**src/sv/tvg_pkg.sv**
```systemverilog
`default_nettype none

package tvg_pkg;

    localparam int COORD_W = 16;
    localparam int DIFF_W  = COORD_W + 1;
    localparam int PROD_W  = 2 * DIFF_W;
    localparam int COF_W   = PROD_W + 1;
    localparam int GRAD_W  = 36;
    localparam int DET_W   = 52;
    localparam int CORNER_W = 2;

    localparam logic [CORNER_W-1:0] CORNER_D = 2'd3;

    typedef logic signed [COORD_W-1:0] t_coord;
    typedef logic signed [DIFF_W-1:0]  t_diff;
    typedef logic signed [PROD_W-1:0]  t_prod;
    typedef logic signed [COF_W-1:0]   t_cof;
    typedef logic signed [GRAD_W-1:0]  t_grad;
    typedef logic signed [DET_W-1:0]   t_det;

    // cofactor matrix (row = coordinate, column = corner) plus top row of the matrix
    typedef struct packed {
        logic [2:0][2:0][COF_W-1:0] cof;
        logic [2:0][DIFF_W-1:0]     m0;
    } t_cof_bus;

    // per-corner gradients and the determinant
    typedef struct packed {
        logic [3:0][2:0][GRAD_W-1:0] grad;
        logic [DET_W-1:0]            det;
    } t_res_bus;

endpackage

`default_nettype wire

```
**src/sv/tvg_out_if.sv**
```systemverilog
`default_nettype none

interface tvg_out_if;
    logic                                valid;
    logic                                ready;
    logic [tvg_pkg::CORNER_W-1:0]        corner;
    tvg_pkg::t_grad                      grad_x;
    tvg_pkg::t_grad                      grad_y;
    tvg_pkg::t_grad                      grad_z;
    tvg_pkg::t_det                       six_volume;
    logic                                last;

    modport source (
        output valid, corner, grad_x, grad_y, grad_z, six_volume, last,
        input  ready
    );
    modport sink (
        input  valid, corner, grad_x, grad_y, grad_z, six_volume, last,
        output ready
    );
endinterface

`default_nettype wire

```
**src/sv/tvg_serial.sv**
```systemverilog
`default_nettype none

module tvg_serial (
    input  wire logic              i_clk,
    input  wire logic              i_rst_n,
    input  tvg_pkg::t_res_bus      i_res,
    input  wire logic              i_valid,
    output logic                   o_ready,
    tvg_out_if.source              o_out
);

    tvg_pkg::t_res_bus             r_res;
    logic                          r_busy;
    logic                          n_busy;
    logic [tvg_pkg::CORNER_W-1:0]  r_cnt;
    logic [tvg_pkg::CORNER_W-1:0]  n_cnt;
    logic                          xfer;
    logic                          done;
    logic                          accept;

    assign xfer   = r_busy && o_out.ready;
    assign done   = xfer && (r_cnt == tvg_pkg::CORNER_D);
    // next tetrahedron loads in the same cycle the corner D transaction leaves
    assign o_ready = !r_busy || done;
    assign accept = i_valid && o_ready;

    always_comb begin
        n_busy = r_busy;
        n_cnt  = r_cnt;
        if (accept) begin
            n_busy = 1'b1;
            n_cnt  = '0;
        end else if (done) begin
            n_busy = 1'b0;
        end else if (xfer) begin
            n_cnt = r_cnt + 1'b1;
        end
    end

    always_ff @(posedge i_clk) begin
        if (!i_rst_n) begin
            r_busy <= 1'b0;
            r_cnt  <= '0;
        end else begin
            r_busy <= n_busy;
            r_cnt  <= n_cnt;
        end
    end

    always_ff @(posedge i_clk) begin
        if (accept) begin
            r_res <= i_res;
        end
    end

    always_comb begin
        o_out.valid      = r_busy;
        o_out.corner     = r_cnt;
        o_out.grad_x     = r_res.grad[r_cnt][0];
        o_out.grad_y     = r_res.grad[r_cnt][1];
        o_out.grad_z     = r_res.grad[r_cnt][2];
        o_out.six_volume = r_res.det;
        o_out.last       = (r_cnt == tvg_pkg::CORNER_D);
    end

endmodule

`default_nettype wire

```
**src/flat_wrapper.sv**
```systemverilog
// flat-port wrapper written by rule: the top's interface ports become plain ports
module tvg_serial_flat 
  (i_clk, i_rst_n, i_res, i_valid, o_ready, o_out_valid, o_out_corner, o_out_grad_x, o_out_grad_y, o_out_grad_z, o_out_six_volume, o_out_last, o_out_ready);
  tvg_out_if o_out_i ();
  input  wire logic i_clk;
  input  wire logic i_rst_n;
  input  tvg_pkg::t_res_bus i_res;
  input  wire logic i_valid;
  output logic o_ready;
  output wire logic [$bits(o_out_i.valid)-1:0] o_out_valid;
  output wire logic [$bits(o_out_i.corner)-1:0] o_out_corner;
  output wire logic [$bits(o_out_i.grad_x)-1:0] o_out_grad_x;
  output wire logic [$bits(o_out_i.grad_y)-1:0] o_out_grad_y;
  output wire logic [$bits(o_out_i.grad_z)-1:0] o_out_grad_z;
  output wire logic [$bits(o_out_i.six_volume)-1:0] o_out_six_volume;
  output wire logic [$bits(o_out_i.last)-1:0] o_out_last;
  input wire logic [$bits(o_out_i.ready)-1:0] o_out_ready;
  assign o_out_valid = o_out_i.valid;
  assign o_out_corner = o_out_i.corner;
  assign o_out_grad_x = o_out_i.grad_x;
  assign o_out_grad_y = o_out_i.grad_y;
  assign o_out_grad_z = o_out_i.grad_z;
  assign o_out_six_volume = o_out_i.six_volume;
  assign o_out_last = o_out_i.last;
  assign o_out_i.ready = o_out_ready;
  tvg_serial u_core (.i_clk(i_clk), .i_rst_n(i_rst_n), .i_res(i_res), .i_valid(i_valid), .o_ready(o_ready), .o_out(o_out_i));
endmodule
```
**config.mk**
```make
export PLATFORM = sky130hd
export DESIGN_NAME = tvg_serial_flat
export DESIGN_NICKNAME = d
export VERILOG_FILES = /design/src/sv/tvg_pkg.sv /design/src/sv/tvg_out_if.sv /design/src/sv/tvg_serial.sv /design/src/flat_wrapper.sv
export SDC_FILE = /design/constraint.sdc
export NUM_CORES = 1
export LEC_CHECK = 0
export BUFFER_PORTS_ARGS = -buffer_cell sky130_fd_sc_hd__clkbuf_2
export CAP_MARGIN = 20
export CORE_AREA = 2 2 255 257
export CTS_CLUSTER_SIZE = 25
export DETAILED_ROUTE_END_ITERATION = 8
export DIE_AREA = 0 0 257 259
export PLACE_DENSITY_LB_ADDON = 0.1
export SYNTH_ARGS = -nofsm -noshare
export SYNTH_HDL_FRONTEND = slang
export SYNTH_SLANG_ARGS = --single-unit
```
**constraint.sdc**
```tcl
create_clock -name i_clk -period 25.9 [get_ports i_clk]
set_input_delay 1.295 -clock i_clk [delete_from_list [all_inputs] [get_ports i_clk]]
set_output_delay 1.295 -clock i_clk [all_outputs]
set_load 0.01 [all_outputs]
```
### Yosys cells after proc, flatten, opt, wreduce, memory -nomap -nowiden

Index checks and enable logic that the tools add are counted.

* mux-type cells: 4
* equal/unequal tests: 1
* bitwise operators: 2
* add/sub/neg operators: 1
* $lt $le $gt $ge: 1
* reduce and logical (&&, ||, !) cells: 8

Operator list (number)
* binary-select mux 108 bit (select 2 bit): 1
* two-way mux 108 bit: 1
* logical AND 1 bit: 3
* < comparator 2 x 3 -> 1 bit, second input constant: 1
* adder 2 x 1 -> 2 bit, second input constant: 1
* == test 2 bit, second input constant: 1
* two-way mux 1 bit: 2
* inverter 1 bit: 2
* AND reduction 2 bit: 1
* nonzero test 2 bit: 1
* OR reduction 2 bit: 1
* zero test 1 bit: 1
* logical OR 1 bit: 1

* register bits: 487
* input bits: 488
* word-level logic and storage cells: 32
* output and inout port bits: 165

### Longest topological paths before layout

Gate-level depths: netlist (run 1).

* depth in word-level cells: 5
* gate-level depth with buffers: 5
* mapped depth without buffers: 4

### Least setup slack after synthesis (run 1)

Ideal clock, no wire load.

* path type: input to register
* start: in o_out_ready
* end: reg u_core.r_res (netlist bit u_core.o_out.six_volume[0]), enable pin
* stages: 2
* arrival time: 21.458 ns
* data required time: 24.555 ns
* slack: 3.097 ns
* cell sequence: a21boi_0 nor2_1

* word-level cells in the longest chain between the ends: 4

Ends and longest elaborated chain
* from (decl): line flat_wrapper.sv:17 `input wire logic [$bits(o_out_i.ready)-1:0] o_out_ready;`
* logical AND 1 bit: line tvg_serial.sv:21 `assign xfer = r_busy && o_out.ready;`
* logical AND 1 bit: line tvg_serial.sv:22 `assign done = xfer && (r_cnt == tvg_pkg::CORNER_D);`
* logical OR 1 bit: line tvg_serial.sv:24 `assign o_ready = !r_busy || done;`
* logical AND 1 bit: line tvg_serial.sv:25 `assign accept = i_valid && o_ready;`
* via u_core.accept: line tvg_serial.sv:19 `logic accept;`
* to (signal assigned): line tvg_serial.sv:52 `r_res <= i_res;`
* to (decl): line tvg_serial.sv:12 `tvg_pkg::t_res_bus r_res;`

The timed path passes the listed nets, and every way through them passes these cells.
A chain may end at the register's enable or synchronous reset.

### Worst setup path in the final report (run 1)

* start: reg u_core.r_cnt (netlist bit u_core.o_out.corner[0])
* end: reg u_core.r_res[58] (netlist bit), enable pin

* word-level cells in the longest chain between the ends: 4

Ends and longest elaborated chain
* from (decl): line tvg_serial.sv:15 `logic [tvg_pkg::CORNER_W-1:0] r_cnt;`
* from (signal assigned): line tvg_serial.sv:46 `r_cnt <= n_cnt;`
* == test 2 bit: line tvg_serial.sv:22
* logical AND 1 bit: line tvg_serial.sv:22
* logical OR 1 bit: line tvg_serial.sv:24
* logical AND 1 bit: line tvg_serial.sv:25
* via u_core.accept: line tvg_serial.sv:19

The timed path passes the listed nets, and every way through them passes these cells.

==> reports/metrics.csv, run 1 <==
metric,value,unit
Syn Area/Cell,25.8,um2
Most used DFF post-synth,edfxtp_1,
Fillers,6037,
sequential share of power,52.6,%
P_int,1.39,mW
async set-reset flop share out of synthesis,0,%
clock buffer count from CTS,55,
Power Density,76.4,nW/um2
Comb pwr share,6.6,%
Initial Utilization,27.6,%
"Setup Fix Bufs, Post-CTS",0,
# rows,93,
max_slew headroom,16.7,%
Placed Area,21500,um2
DR vias/cell,4.14,
H-tree depth,2,
worst-path maximum fanout,193,
die area,66600,um2
number of synthesized flops with an enable pin,484,
Setup TNS,0,ns
NetSw,0.378,mW
total track usage,14.3,%
Yosys reg bits,487,
Finished Cell Area,23200,um2
Gate Count Post-Synth,683,
critical path class,reg -> reg,
Root Buffer,clkbuf_16,
vias in the first global route,9996,
library cells used by synthesis,17,
worst hold path class,reg -> reg,
Max Cap Violations,0,
Final Hold Fails,0,
Top Ports,653,
dpl hpwl,35900,um
clock-pin slew on the worst setup and hold paths,0.05,ns
unrepaired setup endpoints after global routing,no,
Worst Path Required,26.10,ns
GP Congestion,0.781,
proportion of layout cells with a drive suffix above 1,61.8,%
post-CTS resize count,0,
clk_lat worst skew,0.59,ns
RR Startpoint,u_core.o_out.corner[0]$_SDFFE_PP0P_,
top post-synthesis cells by area,"edfxtp_1, mux4_2, buf_4",
"count leader, synth",edfxtp_1,
post-synthesis sequential area ratio,82.8,%
DRC viols,0,
CTS max path bufs,3,
Die Ht,259,um
status,finished clean,
hold buffers post-CTS,0,
VDD IR max,44.8,uV
Antenna Violating Nets Remaining,0,
Crit. End Element,flip-flop,
CORE AREA,63900,um2
DRT iter0 DRCs,535,
Pwr Total,1.77,mW
Synth area leader,edfxtp_1,
Worst setup startpoint,u_core.o_out.corner[0]$_SDFFE_PP0P_,
area grow syn2layout,31.7,%
die width,257,um
Clock Power Share,40.8,%
largest net degree at the start of global routing,194,
highest clock rate,0.215,GHz
Yosys warning total,0,
First-pass DRT Iterations,4,
final setup vio count,0,
Nets,1814,
synth cell count leaders,"edfxtp_1, mux4_2, buf_4",
part of the cycle the worst path needs,18.0,%
initial antenna violation count,15,
R2R Path End,u_core.r_res[58]$_DFFE_PP_,
TritonCTS clock tree,yes,
Detailed Route WL,48900,um
first-pass GRT wire length,69300,um
startpoint types,flip-flop,
Slew Limit Fails,0,
crit path DAT,4.86,ns
Post-Syn Nets,1172,
switch share,21.3,%
Layout Skew,0.0122,ns
IO buf count,652,
CTS Sinks,487,
crit path to,u_core.r_res[58]$_DFFE_PP_,
routed vias,9223,
worst-margin pin slew,1.25,ns
LEAKAGE,8.81,nW
Reg2Reg Depth,6,
post-layout minimum cycle time,4.66,ns
Post-Syn Area,17600,um2
total gr overflow,0,
Wirelength per Cell,21.9,um
Worst R2R Setup Slack,21.24,ns
share of the synthesized area in the top cell type,82.5,%
## routing by layer
| metal | global-route usage [%] | part of all wire (%) |
|---|---|---|
| met1 | 16.1 | 36 |
| met5 | 0 | 0.27 |
| met3 | 5.71 | 8.8 |
| met4 | 4.28 | 1.9 |
| met2 | 25.1 | 53 |
## how the worst min path moves through the flow
| stage | from | to | slack [ns] | cells after the start |
|---|---|---|---|---|
| after floorplan | u_core.o_out.valid$_SDFFE_PN0P_ | u_core.o_out.corner[0]$_SDFFE_PP0P_ | 0.63 | 3 |
| after detailed placement | u_core.o_out.valid$_SDFFE_PN0P_ | u_core.o_out.corner[1]$_SDFFE_PP0P_ | 0.65 | 3 |
| after global placement | u_core.o_out.valid$_SDFFE_PN0P_ | u_core.o_out.corner[0]$_SDFFE_PP0P_ | 0.65 | 3 |
| after global routing | u_core.o_out.valid$_SDFFE_PN0P_ | u_core.o_out.corner[1]$_SDFFE_PP0P_ | 0.70 | 3 |
| final | u_core.o_out.valid$_SDFFE_PN0P_ | u_core.o_out.corner[0]$_SDFFE_PP0P_ | 0.64 | 3 |
| after CTS | u_core.o_out.valid$_SDFFE_PN0P_ | u_core.o_out.corner[1]$_SDFFE_PP0P_ | 0.66 | 3 |
## critical path: stages, from the launching register on
cell and delay [ns]:
dfxtp_4 0.92, ha_1 0.31, a21boi_0 0.22, nor2_4 0.16, buf_12 0.57, buf_4 0.78, buf_4 0.89
## placed cells by master (no fill, tap or decap), types with 2 or more instances in the layout
cell / count
nor2_1: 2
diode_2: 8
clkinv_1: 20
dfxtp_4: 2
bufinv_16: 2
buf_4: 8
clkinvlp_4: 2
mux4_2: 108
clkbuf_2: 652
clkinv_2: 12
clkbuf_1: 6
clkbuf_16: 57
inv_1: 2
edfxtp_1: 484
## area by class of cell
type / count / area (um2) / area share [%]
timing repair buffer: 661 / 3340 / 14.4
inverter: 2 / 7.51 / 0.0323
clock inverter: 36 / 210 / 0.906
clock buffer: 63 / 1450 / 6.24
sequential: 487 / 14600 / 62.9
antenna: 8 / 20.0 / 0.0862
tap: 855 / 1070 / 4.61
multi-input combinational: 118 / 2510 / 10.8
## state kept, by name, summed over array words and instances (netlist names)
| signal | flops |
|---|---|
| u_core.r_res | 432 |
| u_core.o_out.six_volume | 52 |
| u_core.o_out.corner | 2 |
| u_core.o_out.valid | 1 |
## power by group through the flow
stage          Sequential (mW)  Clock, mW  Combinational [mW]
4_1_cts                  0.933      0.751               0.121
6_report                 0.933      0.722               0.117
3_5_place_dp             0.950          0               0.121
3_3_place_gp             0.948          0               0.120
2_1_floorplan            0.976          0              0.0583
5_1_grt                  0.937      0.780               0.128
## kinds of logic after synthesis
group	count (synthesis)	share of synthesized area, %
flops	487	82.8
mux	109	13.9
buf+inv	78	3.00
simple gates	4	0.106
compound gates	3	0.114
xor+xnor	1	0.0497
fa+ha+maj	1	0.0710
## per-stage QoR
stage / worst slack (ns) / utilization, % / hold slack, ns / instances
after floorplan: 3.10 / - / 0.627 / 683
after global placement: 21.11 / 33.7 / 0.647 / 2123
after detailed placement: 21.08 / 33.7 / 0.646 / 2123
after CTS: 21.10 / 36.3 / 0.656 / 2222
after global routing: 20.80 / 36.3 / 0.704 / 2225
final: 21.24 / 36.3 / 0.644 / 2230
No activity file was read; power rests on OpenSTA's default activity.
==> run 2, diff against run 1 <==
- clock period: 25.9 -> 4.4 ns (I/O delays scaled with it)
==> reports/metrics.csv, run 2 <==
metric,value,unit
library cells used by synthesis,17,
status,aborted with a tool error,
"Setup Fix Bufs, Post-CTS",0,
Yosys reg bits,487,
"count leader, synth",edfxtp_1,
IO buf count,652,
top post-synthesis cells by area,"edfxtp_1, mux4_2, buf_4",
post-CTS resize count,0,
dpl hpwl,38200,um
synth cell count leaders,"edfxtp_1, mux4_2, buf_4",
Initial Utilization,27.6,%
Gate Count Post-Synth,683,
Post-Syn Area,17600,um2
post-synthesis sequential area ratio,82.8,%
hold buffers post-CTS,447,
Root Buffer,clkbuf_16,
clock buffer count from CTS,55,
Stop Error,[ERROR RSZ-0060] Max buffer count reached.,
CTS Sinks,487,
number of synthesized flops with an enable pin,484,
Syn Area/Cell,25.8,um2
CTS max path bufs,3,
GP Congestion,0.796,
Exit stage,4_1_cts,
die width,257,um
Post-Syn Nets,1172,
Most used DFF post-synth,edfxtp_1,
Yosys warning total,0,
share of the synthesized area in the top cell type,82.5,%
H-tree depth,2,
# rows,93,
Synth area leader,edfxtp_1,
Die Ht,259,um
async set-reset flop share out of synthesis,0,%
Top Ports,653,
==> run 2: cell counts after synthesis <==
No cell type changed its count.
==> run 2: logic make-up after synthesis <==
logic type	count (synthesis)	synth area share [%]
and+or+nand+nor	4	0.106
buffers and inverters	78	3.00
adders and majority gates	1	0.0710
muxes	109	13.9
xor gates and xnor gates	1	0.0497
DFF	487	82.8
AOI/OAI and AO/OA	3	0.114
==> run 2: per-stage QoR <==
stage	instances	setup WS (ns)	hold WS [ns]	util, %	instance area, um2
floorplan	683	-3.75	0.319	-	17700
global placement	2129	1.73	0.397	33.9	21700
detailed placement	2129	1.67	0.399	33.9	21700
==> run 3, diff against run 2 <==
- CORE_AREA: 2 2 255 257 -> unset
- CORE_MARGIN: unset -> 1.5
- CORE_UTILIZATION: unset -> 27
- CTS_CLUSTER_SIZE: 25 -> unset
- DIE_AREA: 0 0 257 259 -> unset
- PLACE_DENSITY_LB_ADDON: 0.1 -> 0.15
==> reports/metrics.csv, run 3 <==
metric,value,unit
status,aborted with a tool error,
Exit stage,4_1_cts,
Stop Error,[ERROR RSZ-0060] Max buffer count reached.,
Most used DFF post-synth,edfxtp_1,
Gate Count Post-Synth,683,
share of the synthesized area in the top cell type,82.5,%
"count leader, synth",edfxtp_1,
H-tree depth,2,
Yosys reg bits,487,
IO buf count,652,
GP Congestion,0.794,
CTS Sinks,487,
synth cell count leaders,"edfxtp_1, mux4_2, buf_4",
top post-synthesis cells by area,"edfxtp_1, mux4_2, buf_4",
CTS max path bufs,3,
dpl hpwl,35000,um
"Setup Fix Bufs, Post-CTS",0,
post-CTS resize count,0,
Die Ht,259,um
# rows,93,
die width,259,um
Top Ports,653,
Post-Syn Area,17600,um2
Initial Utilization,27.3,%
Post-Syn Nets,1172,
async set-reset flop share out of synthesis,0,%
Synth area leader,edfxtp_1,
Syn Area/Cell,25.8,um2
Yosys warning total,0,
library cells used by synthesis,17,
pre-CTS worst setup slack,2.08,ns
clock buffer count from CTS,56,
hold buffers post-CTS,447,
number of synthesized flops with an enable pin,484,
Root Buffer,clkbuf_16,
placed instance count,2128,
post-synthesis sequential area ratio,82.8,%
==> run 3: cell families after synthesis <==
logic type,share of synthesized area [%]
multiplexers,13.9
AND/OR/NAND/NOR,0.106
AO/OA/AOI/OAI,0.114
adder cells (fa/ha/maj),0.0710
buffers and inverters,3.00
flip-flops,82.8
XOR/XNOR,0.0497
==> run 3: per-stage QoR <==
| stage | util [%] | setup TNS [ns] | instance area (um2) |
|---|---|---|---|
| detailed placement | 33.7 | 0 | 21700 |
| global placement | 33.7 | 0 | 21700 |
| floorplan | - | -1816.07 | 17700 |
